==> src/rtl/ttt_pkg.sv <==
// ----------------------------------------------------------------------------
// ttt_pkg
// Shared types and constants of the tile text typewriter: opcodes, register
// indexes, and the configuration, state, item and result records.
// ----------------------------------------------------------------------------
package ttt_pkg;

  typedef enum logic [1:0] {
    OP_START = 2'd0,
    OP_TICK  = 2'd1,
    OP_SKIP  = 2'd2,
    OP_IDLE  = 2'd3
  } opcode_t;

  localparam logic [2:0] REG_BOX_LEFT_COL  = 3'd0;
  localparam logic [2:0] REG_BOX_TOP_ROW   = 3'd1;
  localparam logic [2:0] REG_BOX_WIDTH     = 3'd2;
  localparam logic [2:0] REG_BOX_HEIGHT    = 3'd3;
  localparam logic [2:0] REG_PALETTE_INDEX = 3'd4;
  localparam logic [2:0] REG_CHAR_PERIOD   = 3'd5;
  localparam logic [2:0] REG_INSTANT_MODE  = 3'd6;

  localparam logic [7:0] CH_NEWLINE  = 8'h0A;
  localparam logic [7:0] CH_PRINT_LO = 8'h20;
  localparam logic [7:0] CH_PRINT_HI = 8'h7E;
  localparam logic [7:0] COUNT_MAX   = 8'hFF;
  localparam int         PAL_SHIFT   = 12;

  typedef struct packed {
    logic [4:0] box_left_col;
    logic [4:0] box_top_row;
    logic [5:0] box_width;
    logic [5:0] box_height;
    logic [3:0] palette_index;
    logic [7:0] char_period;
    logic       instant_mode;
  } cfg_t;

  typedef struct packed {
    logic [7:0] col_pos;
    logic [7:0] row_pos;
    logic [7:0] tick_timer;
    logic       running;
    logic       finished;
    logic       skipping;
  } state_t;

  typedef struct packed {
    opcode_t    opcode;
    logic [7:0] char_code;
    logic       char_available;
    logic       char_is_last;
  } item_t;

  typedef struct packed {
    logic        write_enable;
    logic [9:0]  map_index;
    logic [15:0] tile_entry;
    logic        char_taken;
    logic        done_res;
  } result_t;

endpackage

==> src/rtl/ttt_step.sv <==
// ----------------------------------------------------------------------------
// ttt_step
// Combinational next-state and result logic for one transaction: timer,
// cursor advance with wrap, tile entry formation and message completion.
// ----------------------------------------------------------------------------
module ttt_step #(
  parameter int MAP_WIDTH  = 32,
  parameter int MAP_HEIGHT = 32
) (
  input  ttt_pkg::cfg_t    cfg,
  input  ttt_pkg::state_t  st,
  input  ttt_pkg::item_t   item,
  output ttt_pkg::state_t  st_next,
  output ttt_pkg::result_t res
);

  localparam logic [7:0]  MapWidth8  = 8'(MAP_WIDTH);
  localparam logic [7:0]  MapHeight8 = 8'(MAP_HEIGHT);
  localparam logic [15:0] MapWidth16 = 16'(MAP_WIDTH);

  logic [7:0] wrap_col;
  logic [7:0] bottom_row;

  assign wrap_col   = 8'(cfg.box_left_col) + 8'(cfg.box_width);
  assign bottom_row = 8'(cfg.box_top_row) + 8'(cfg.box_height);

  always_comb begin
    ttt_pkg::state_t  s;
    ttt_pkg::result_t r;
    logic             due;
    logic             paced;
    logic [6:0]       tile;
    logic [15:0]      lin;
    logic [7:0]       ch_off;

    s      = st;
    r      = '0;
    due    = 1'b0;
    paced  = 1'b0;
    ch_off = item.char_code - ttt_pkg::CH_PRINT_LO;
    tile   = '0;
    lin    = '0;

    unique case (item.opcode)
      ttt_pkg::OP_START: begin
        s.col_pos    = 8'(cfg.box_left_col);
        s.row_pos    = 8'(cfg.box_top_row);
        s.tick_timer = '0;
        s.running    = 1'b1;
        s.finished   = 1'b0;
        s.skipping   = cfg.instant_mode;
      end
      ttt_pkg::OP_TICK, ttt_pkg::OP_SKIP: begin
        if (st.running && !st.finished) begin
          if (item.opcode == ttt_pkg::OP_SKIP) begin
            s.skipping = 1'b1;
          end
          if (s.skipping) begin
            s.tick_timer = '0;
            due          = 1'b1;
          end else begin
            if (s.tick_timer != ttt_pkg::COUNT_MAX) begin
              s.tick_timer = s.tick_timer + 8'd1;
            end
            if (s.tick_timer >= cfg.char_period) begin
              s.tick_timer = '0;
              due          = 1'b1;
              paced        = 1'b1;
            end
          end
          if (due) begin
            if (item.char_available) begin
              r.char_taken = 1'b1;
              if (item.char_code == ttt_pkg::CH_NEWLINE) begin
                if (s.row_pos != ttt_pkg::COUNT_MAX) begin
                  s.row_pos = s.row_pos + 8'd1;
                end
                s.col_pos = 8'(cfg.box_left_col);
              end else begin
                if (s.row_pos < MapHeight8 && s.col_pos < MapWidth8) begin
                  if (item.char_code >= ttt_pkg::CH_PRINT_LO &&
                      item.char_code <= ttt_pkg::CH_PRINT_HI) begin
                    tile = ch_off[6:0] + 7'd1;
                  end
                  lin            = 16'(s.row_pos) * MapWidth16 + 16'(s.col_pos);
                  r.write_enable = 1'b1;
                  r.map_index    = lin[9:0];
                  r.tile_entry   = 16'(tile) |
                                   (16'(cfg.palette_index) << ttt_pkg::PAL_SHIFT);
                end
                s.col_pos = s.col_pos + 8'd1;
                if (s.col_pos >= wrap_col) begin
                  s.col_pos = 8'(cfg.box_left_col);
                  if (s.row_pos != ttt_pkg::COUNT_MAX) begin
                    s.row_pos = s.row_pos + 8'd1;
                  end
                end
              end
              if ((paced && s.row_pos >= bottom_row) || item.char_is_last) begin
                s.running  = 1'b0;
                s.finished = 1'b1;
                s.skipping = 1'b0;
              end
            end else begin
              // Nothing left to offer: the message ends here.
              s.running  = 1'b0;
              s.finished = 1'b1;
              s.skipping = 1'b0;
            end
          end
        end
      end
      ttt_pkg::OP_IDLE: begin
      end
      default: begin
      end
    endcase

    r.done_res = s.finished || !s.running;
    st_next    = s;
    res        = r;
  end

endmodule

==> src/rtl/tile_text_typewriter.sv <==
// ----------------------------------------------------------------------------
// tile_text_typewriter
// Paced typewriter that reveals message characters into a text tile map.
// ----------------------------------------------------------------------------
// The block takes one transaction per clock cycle while in_stall is low, and
// returns exactly one result for each: the item is captured in an input
// register, and when the output register is free the writer state and the
// result register are updated from a single pass of compare, increment and
// address logic.
// A stalled result holds in the output register while the input register
// still takes one more transaction; in_stall rises only when both are full.
// Register writes take effect on the next item that reaches the result stage.
module tile_text_typewriter #(
  parameter int MAP_WIDTH  = 32,
  parameter int MAP_HEIGHT = 32
) (
  input  logic        clk,
  input  logic        rst,
  input  logic        cfg_we,
  input  logic [2:0]  cfg_index,
  input  logic [7:0]  cfg_data,
  input  logic        in_valid,
  output logic        in_stall,
  input  logic [1:0]  opcode,
  input  logic [7:0]  char_code,
  input  logic        char_available,
  input  logic        char_is_last,
  output logic        out_valid,
  input  logic        out_stall,
  output logic        write_enable,
  output logic [9:0]  map_index,
  output logic [15:0] tile_entry,
  output logic        char_taken,
  output logic        done_res
);

  ttt_pkg::cfg_t    cfg;
  ttt_pkg::state_t  st;
  ttt_pkg::state_t  st_next;
  ttt_pkg::item_t   s1_item;
  ttt_pkg::item_t   in_item;
  ttt_pkg::result_t res_next;
  ttt_pkg::result_t out_res;
  logic             s1_valid;
  logic             out_free;
  logic             advance;
  logic             accept;

  assign in_item.opcode         = ttt_pkg::opcode_t'(opcode);
  assign in_item.char_code      = char_code;
  assign in_item.char_available = char_available;
  assign in_item.char_is_last   = char_is_last;

  assign out_free = !out_valid || !out_stall;
  assign advance  = s1_valid && out_free;
  assign in_stall = s1_valid && !out_free;
  assign accept   = in_valid && !in_stall;

  ttt_step #(
    .MAP_WIDTH (MAP_WIDTH),
    .MAP_HEIGHT(MAP_HEIGHT)
  ) u_step (
    .cfg    (cfg),
    .st     (st),
    .item   (s1_item),
    .st_next(st_next),
    .res    (res_next)
  );

  always_ff @(posedge clk) begin
    if (rst) begin
      cfg.box_left_col  <= 5'd2;
      cfg.box_top_row   <= 5'd14;
      cfg.box_width     <= 6'd28;
      cfg.box_height    <= 6'd6;
      cfg.palette_index <= 4'd0;
      cfg.char_period   <= 8'd2;
      cfg.instant_mode  <= 1'b0;
    end else if (cfg_we) begin
      unique case (cfg_index)
        ttt_pkg::REG_BOX_LEFT_COL:  cfg.box_left_col  <= cfg_data[4:0];
        ttt_pkg::REG_BOX_TOP_ROW:   cfg.box_top_row   <= cfg_data[4:0];
        ttt_pkg::REG_BOX_WIDTH:     cfg.box_width     <= cfg_data[5:0];
        ttt_pkg::REG_BOX_HEIGHT:    cfg.box_height    <= cfg_data[5:0];
        ttt_pkg::REG_PALETTE_INDEX: cfg.palette_index <= cfg_data[3:0];
        ttt_pkg::REG_CHAR_PERIOD:   cfg.char_period   <= cfg_data;
        ttt_pkg::REG_INSTANT_MODE:  cfg.instant_mode  <= cfg_data[0];
        default: begin
        end
      endcase
    end
  end

  always_ff @(posedge clk) begin
    if (rst) begin
      s1_valid  <= 1'b0;
      out_valid <= 1'b0;
      st        <= '0;
    end else begin
      s1_valid <= in_stall ? 1'b1 : in_valid;
      if (out_free) begin
        out_valid <= s1_valid;
      end
      if (advance) begin
        st <= st_next;
      end
    end
  end

  always_ff @(posedge clk) begin
    if (accept) begin
      s1_item <= in_item;
    end
    if (advance) begin
      out_res <= res_next;
    end
  end

  assign write_enable = out_res.write_enable;
  assign map_index    = out_res.map_index;
  assign tile_entry   = out_res.tile_entry;
  assign char_taken   = out_res.char_taken;
  assign done_res     = out_res.done_res;

  // A result without a tile write carries zero address and entry.
  a_no_write_zero: assert property (@(posedge clk) disable iff (rst)
    (out_valid && !write_enable) |-> (map_index == 10'd0 && tile_entry == 16'd0))
    else $error("result without write carries nonzero address or entry");

  // A tile write always consumes the offered character.
  a_write_takes: assert property (@(posedge clk) disable iff (rst)
    (out_valid && write_enable) |-> char_taken)
    else $error("tile written without taking a character");

  // A start transaction arms the writer.
  a_start_arms: assert property (@(posedge clk) disable iff (rst)
    (advance && s1_item.opcode == ttt_pkg::OP_START) |=>
      (st.running && !st.finished && !done_res))
    else $error("start transaction did not arm the writer");

  // The writer is never active and complete at once.
  a_run_xor_done: assert property (@(posedge clk) disable iff (rst)
    !(st.running && st.finished))
    else $error("writer running and finished together");

  // Skip mode only exists while a message is running.
  a_skip_running: assert property (@(posedge clk) disable iff (rst)
    st.skipping |-> st.running)
    else $error("skip mode set without a running message");

endmodule

==> config.mk <==
export PLATFORM = sky130hd
export DESIGN_NAME = tile_text_typewriter
export DESIGN_NICKNAME = d
export VERILOG_FILES = /design/src/rtl/ttt_pkg.sv /design/src/rtl/ttt_step.sv /design/src/rtl/tile_text_typewriter.sv
export SDC_FILE = /design/constraint.sdc
export NUM_CORES = 1
export LEC_CHECK = 0
export ABC_AREA = 1
export BUFFER_PORTS_ARGS = -buffer_cell sky130_fd_sc_hd__buf_2
export CAP_MARGIN = 20
export CORE_MARGIN = 1
export CORE_UTILIZATION = 54
export CTS_CLUSTER_DIAMETER = 40
export CTS_CLUSTER_SIZE = 25
export DETAILED_ROUTE_END_ITERATION = 10
export HOLD_SLACK_MARGIN = 0.06
export PLACE_DENSITY_LB_ADDON = 0.08
export SYNTH_ARGS = -nofsm -noshare
export SYNTH_HDL_FRONTEND = slang
export SYNTH_SLANG_ARGS = --single-unit
==> constraint.sdc <==
create_clock -name clk -period 7.4 [get_ports clk]
set_clock_uncertainty 0.05 [all_clocks]
set_input_delay 0 -clock clk [delete_from_list [all_inputs] [get_ports clk]]
set_output_delay 0 -clock clk [all_outputs]
set_load 0.01 [all_outputs]
==> results_dict.tcl, run 1 <==
set metrics [dict create \
    status "complete, no violations" \
    r2r_start "cfg[32]" \
    critPathArrivalTime_ns 4.32 \
    seq_area_frac_synth 0.422 \
    cts_made_buffers 9 \
    grtUsageMet2 0.407 \
    grt_use_met1 0.300 \
    area_growth_pct 15.5 \
    portBuffers 53 \
    dr.pass1.iters 4 \
    synth_top_area_frac 0.229 \
    drv_slew 0 \
    power_mw 1.08 \
    async_flop_share 0 \
    clock_latency_ns 0.37 \
    dp_hpwl_mm 9.09 \
    fin_crit_sh 0.572 \
    drc 0 \
    critPathRequiredTime_ns 7.49 \
    fin_crit_ns 4.23 \
    rsz0062_at_grt "false" \
    diodes 0 \
    peakVddDrop_v 0.0000920 \
    grt_pass1_vias 4434 \
    synth-seq-cells 100 \
    viasPerCell 5.20 \
    wire_per_inst_um 13.6 \
    cts.hold.buffers_added 31 \
    synth.most_common_cell "nand2_1" \
    synth_area_um2 5600 \
    synthTopCellsByArea "dfxtp_1 (23%), edfxtp_1 (19%), ha_1 (9.6%)" \
    post_cts_buffers 0 \
    core.rowCount 36 \
    path_clk_slew_ns 0.11 \
    drv_cap 0 \
    path_common_cell "nand2_1" \
    tns_ns 0 \
    drive_above_1_share 0.128 \
    synth_warnings 0 \
    syn_inst 692 \
    grt-ovfl-total 0 \
    max_slew.worst_pin.slew_ns 0.781 \
    met3_usage 0.0482 \
    ant_nets 0 \
    min-delay-start "char_code[2]" \
    fmax_ghz 0.236 \
    grt_max_degree 44 \
    core_area_um2 9910 \
    holdCritPathClass "input pin to flip-flop" \
    cp-start-kind "flip-flop" \
    busiest_layer "met2" \
    drt_iter0_markers 186 \
    crit_slowest_cell "dfxtp_1" \
    grt_pass1_wl_mm 20.6 \
    initial_utilization 0.565 \
    crit_path_start "cfg[32]" \
    synth_common_cells "nand2_1 (99), nor2_1 (98), inv_1 (97), dfxtp_1 (64), o21ai_0 (50)" \
    die_area_um2 10800 \
    path_class "flip-flop to flip-flop" \
    ios 59 \
    crit_fanout 11 \
    p_leak_nw 2.91 \
    via_count 4740 \
    synth_largest_area_cell "dfxtp_1" \
    die_y_um 104 \
    cts-root-buf "clkbuf_8" \
    wl_mm 12.4 \
    relSlewSlack 0.471 \
    num-nets-final 848 \
    hold_viol 0 \
    die_x_um 104 \
    synth_edf_count 36 \
    ys.flop_type "dfxtp_1" \
    slowest_delay_ns 0.35 \
    ctsHtreeMaxLevel 3 \
    pwr_density_cell_nw_per_um2 167 \
    track_usage 0.238 \
    post_cts_resized 0 \
    cts_tree "yes" \
    clock-sinks 100 \
    gp_congestion 0.842 \
    setup_viol 0 \
    clockBufferDepth 2 \
    ys_types 52 \
    syn_avg_cell_area_um2 8.10 \
    setup.worst_path.end_class "flip-flop" \
    antenna_found_initial 0 \
]
[power by group]
group / switching (mW) / internal, mW
clock: 0.208 / 0.131
sequential: 0.0133 / 0.588
combinational: 0.0826 / 0.0543
total: 0.304 / 0.773
[through the flow]
step	utilization	instance area (um^2)	setup slack, ns	std cells	hold slack, ns
after floorplan	-	5620	3.68	696	0.0489
after global placement	0.602	5960	3.32	865	0.127
after detailed placement	0.602	5960	3.17	865	0.129
after CTS	0.653	6470	3.16	912	0.270
after global routing	0.653	6470	2.65	912	0.264
final	0.653	6470	3.17	912	0.282
[registers in the layout, summed over array words and instances, names as in the netlist]
| signal | count |
|---|---|
| tile_entry | 11 |
| out_valid | 1 |
| cfg | 35 |
| write_enable | 1 |
| s1_valid | 1 |
| s1_item | 12 |
| done_res | 1 |
| char_taken | 1 |
| map_index | 10 |
| st | 27 |
[routing by layer]
| metal | routed length, um | part of all wire | vias up |
|---|---|---|---|
| li1 | - | - | 2435 |
| met1 | 5610 | 0.45 | 2166 |
| met2 | 5930 | 0.48 | 121 |
| met3 | 633 | 0.051 | 18 |
| met4 | 230 | 0.019 | 0 |
| met5 | 0 | 0 | - |
[area by class of cell]
type	count	area, um^2
clock inverters	7	70.1
flip-flops and latches	100	2360
multi-input cells	475	2770
well taps	133	166
inverters	102	383
repair buffers	86	591
fillers	882	3440
clock buffers	9	124
[layout by cell type (no fill, tap or decap), types with 2 or more instances in the layout]
| cell type | instances |
|---|---|
| o21ai_2 | 2 |
| dlygate4sd3_1 | 31 |
| nor2_2 | 2 |
| nand2_1 | 99 |
| o21a_1 | 3 |
| buf_4 | 2 |
| nor3_1 | 4 |
| nand2_4 | 2 |
| edfxtp_1 | 36 |
| a21oi_1 | 47 |
| nand4_1 | 3 |
| xnor2_1 | 9 |
| nand3_1 | 41 |
| xor2_1 | 15 |
| nor2_1 | 97 |
| inv_2 | 5 |
| inv_6 | 2 |
| clkinv_4 | 2 |
| o21ai_1 | 3 |
| nand3_2 | 2 |
| conb_1 | 5 |
| buf_2 | 53 |
| dfxtp_1 | 64 |
| nand2_2 | 6 |
| a211oi_1 | 2 |
| inv_1 | 97 |
| o211ai_1 | 6 |
| nor2_4 | 2 |
| a31oi_1 | 5 |
| a22oi_1 | 3 |
| ha_1 | 43 |
| fa_1 | 3 |
| clkbuf_8 | 9 |
| o21ai_0 | 50 |
| a21o_1 | 2 |
[path summary, 6_finish.rpt]
path / end / slack, ns / cells past startpoint
worst min register to register: cfg[10] / 0.41 / 2
worst max register to register: done_res / 3.17 / 34
worst min-delay path: s1_item[4] / 0.28 / 2
worst max-delay path: done_res / 3.17 / 34
[worst max-delay path, delay by kind of cell (launching register included)]
family | cells | cell delay, ns
XOR/XNOR | 2 | 0.36
AND/OR/NAND/NOR | 21 | 1.49
AO/OA/AOI/OAI | 5 | 0.70
flip-flops | 1 | 0.35
adder cells (fa/ha/maj) | 3 | 0.86
buffers and inverters | 3 | 0.16
[cell families after synthesis]
logic type | Yosys count | share of synthesized area
fa+ha+maj | 46 | 0.107
simple gates | 268 | 0.211
flops | 100 | 0.422
other cells | 1 | 0.000669
buf+inv | 121 | 0.0866
xor+xnor | 24 | 0.0375
compound gates | 131 | 0.134
mux | 1 | 0.00201
(Power assumes the default switching activity.)
==> inputs of run 2 (changes only) <==
--- a/config.mk
+++ b/config.mk
@@ -5,7 +5,7 @@
 export SDC_FILE = /design/constraint.sdc
 export NUM_CORES = 1
 export LEC_CHECK = 0
-export ABC_AREA = 1
+export ABC_AREA = 0
 export BUFFER_PORTS_ARGS = -buffer_cell sky130_fd_sc_hd__buf_2
 export CAP_MARGIN = 20
 export CORE_MARGIN = 1
==> constraint.sdc (replaced) <==
create_clock -name clk -period 3.8 [get_ports clk]
set_clock_uncertainty 0.05 [all_clocks]
set_input_delay 0 -clock clk [delete_from_list [all_inputs] [get_ports clk]]
set_output_delay 0 -clock clk [all_outputs]
set_load 0.01 [all_outputs]
==> run 2 against run 1 <==
Against the previous run: the flow now finishes with violations (setup timing); power rose by 98%; cell count fell by 8.7%; flip-flop and latch count did not move; hold slack got worse by 0.19 ns; critical endpoint unchanged.
==> results_dict.tcl, run 2 <==
set metrics [dict create \
    area_growth_pct 20.9 \
    drv_cap 0 \
    synth.most_common_cell "nor2_1" \
    rsz0062_at_grt "true" \
    dp_hpwl_mm 9.26 \
    grt-ovfl-total 0 \
    syn_avg_cell_area_um2 9.52 \
    synth_largest_area_cell "dfxtp_1" \
    hold_viol 0 \
    grt_pass1_wl_mm 21.4 \
    crit_fanout 8 \
    dr.pass1.iters 6 \
    core.rowCount 36 \
    diodes 0 \
    pwr_density_cell_nw_per_um2 316 \
    setup.worst_path.end_class "flip-flop" \
    ctsHtreeMaxLevel 3 \
    setup_ws_ns -0.382 \
    muxShareOfSynthArea 0.0361 \
    ios 59 \
    clockBufferDepth 2 \
    cts_tree "yes" \
    rrSetupSlack_ns -0.38 \
    synth_edf_count 36 \
    synth_compound_area_frac 0.155 \
    multiInputGateArea_um2 3080 \
    grt_max_degree 37 \
    cts_made_buffers 9 \
    relSlewSlack 0.324 \
    power_mw 2.13 \
    gp_congestion 0.858 \
    wire_per_inst_um 15.5 \
    cp-start-kind "flip-flop" \
    ant_nets 0 \
    synth_common_cells "nor2_1 (71), dfxtp_1 (64), ha_1 (43), nand2_1 (41), a21oi_1 (40)" \
    drt_iter0_markers 124 \
    instances_no_fill 833 \
    initial_utilization 0.563 \
    antenna_found_initial 0 \
    synth_top_family_by_area "simple AND/OR/NAND/NOR gates" \
    tns_ns -1.04 \
    fillers 808 \
    rr_worst_depth 19 \
    max_slew.worst_pin.slew_ns 1.01 \
    post-place-ws_ns -0.385 \
    path_class "flip-flop to flip-flop" \
    reg.largest.list "cfg (35), st (27), s1_item (12)" \
    drive_above_1_share 0.189 \
    worst_r2r_endpoint "done_res" \
    syn_inst 586 \
    p_leak_nw 2.78 \
    postPlaceCellArea_um2 6180 \
    final_common_cell "nor2_1" \
    synthAdderAreaFrac 0.107 \
    fin_crit_ns 4.18 \
    holdCritPathClass "input pin to flip-flop" \
    hold_end "cfg[18]" \
    path_clk_slew_ns 0.12 \
    fmax_ghz 0.239 \
    via_count 4603 \
    r2r_start "cfg[20]" \
    synth-simple-area-share 0.192 \
    violations "setup timing" \
    portBuffers 53 \
    seq_area_frac_synth 0.423 \
    core_area_um2 9910 \
    status "finished with violations" \
    synth_warnings 0 \
    wl_mm 12.9 \
    cts-root-buf "clkbuf_8" \
    final_cell_mix "nor2_1 (70), dfxtp_1 (62), buf_2 (53)" \
    largest_reg_flops 35 \
    holdPathStages 2 \
    fin_area_um2 6750 \
    critPathRequiredTime_ns 3.87 \
    die_x_um 104 \
    drv_slew 0 \
    drc 0 \
    dp.cells 786 \
    die_area_um2 10700 \
    async_flop_share 0 \
    die_y_um 104 \
    largest_register "cfg" \
    fin_crit_sh 1.10 \
    yosys.area_share.xor_xnor 0.0455 \
    regArea_um2 2360 \
    viasPerCell 5.53 \
    clock_latency_ns 0.38 \
    critPathArrivalTime_ns 4.25 \
    synth_top_area_frac 0.230 \
    peakVddDrop_v 0.000229 \
    num-nets-final 769 \
    min-delay-start "rst" \
    synth-seq-cells 100 \
    synth_area_um2 5580 \
    grt_pass1_vias 4500 \
    synthTopCellsByArea "dfxtp_1 (23%), edfxtp_1 (19%), ha_1 (9.6%)" \
    track_usage 0.249 \
    setup_viol 3 \
    ys.flop_type "dfxtp_1" \
    ys_types 62 \
    clock-sinks 100 \
]
-- run 2: changes by cell type after synthesis, moves of 12 or more --
cell / before / now
nand2_1: 99 / 41
nor2b_1: 0 / 17
nor2_1: 98 / 71
nand3_1: 41 / 18
inv_1: 97 / 27
mux2i_1: 0 / 19
o21ai_0: 50 / 19
and2_1: 1 / 13
-- run 2: final cells by class --
| cell class | count | share of cell area |
|---|---|---|
| multi-input cells | 441 | 0.456 |
| clock inverters | 7 | 0.0135 |
| clock buffers | 9 | 0.0184 |
| flip-flops and latches | 100 | 0.350 |
| inverters | 27 | 0.0150 |
| well taps | 133 | 0.0247 |
| repair buffers | 116 | 0.122 |
-- run 2: cells by family after synthesis --
kind of cell,Yosys count
AOI/OAI and AO/OA,126
xor gates and xnor gates,29
adders and majority gates,46
buffers and inverters,49
DFF,100
muxes,20
other,1
and+or+nand+nor,215
-- run 2: metrics by stage --
| stage | utilization | hold slack (ns) |
|---|---|---|
| detailed placement | 0.624 | 0.128 |
| CTS | 0.676 | 0.0828 |
| global placement | 0.624 | 0.126 |
| global route | 0.681 | 0.101 |
| finish | 0.681 | 0.0890 |
| floorplan | - | 0.0489 |
-- run 2: metal layers --
layer | vias to the layer above | track usage | part of all wire
met3 | 17 | 0.0296 | 0.030
li1 | 2309 | - | -
met4 | 0 | 0.0859 | 0.017
met2 | 95 | 0.446 | 0.51
met5 | - | 0 | 0
met1 | 2182 | 0.309 | 0.45
-- run 2: critical path: stages, from the launching register on --
cell	delay, ns
dfxtp_2	0.36
ha_4	0.23
a21o_1	0.15
a21oi_2	0.14
o21bai_1	0.10
a21oi_2	0.15
xor2_1	0.18
ha_1	0.27
a21o_1	0.18
a211oi_2	0.27
o211ai_4	0.17
and2b_1	0.21
and3_1	0.17
o21a_1	0.17
ha_1	0.29
o21ai_1	0.08
a21oi_1	0.05
or3_1	0.39
o221ai_2	0.19
a21oi_1	0.09
-- run 2: report_power, final --
part	switching [mW]	internal (mW)	leakage, nW
logic	0.126	0.101	1.81
registers	0.0204	1.14	0.857
clock network	0.423	0.323	0.111
total	0.569	1.56	2.78
-- run 2: worst max path at each step --
| stage | startpoint | endpoint | slack [ns] | cells after the start |
|---|---|---|---|---|
| 6_report | cfg[20] | done_res | -0.38 | 19 |
| 5_1_grt | cfg[20] | done_res | -0.57 | 21 |
| 4_1_cts | cfg[20] | done_res | -0.32 | 19 |
| 3_5_place_dp | cfg[19] | done_res | -0.38 | 21 |
| 3_3_place_gp | cfg[19] | done_res | -0.29 | 21 |
| 2_1_floorplan | cfg[20] | done_res | -0.23 | 20 |
-- run 2: what timing repair did --
item / in CTS / in global routing
gates resized for setup: 6 / 8
hold buffers: 26 / 0
pin swaps: 4 / 3
setup buffers: 3 / 2
endpoints found under the setup margin: 3 / 3
hold endpoints to repair: 52 / 0
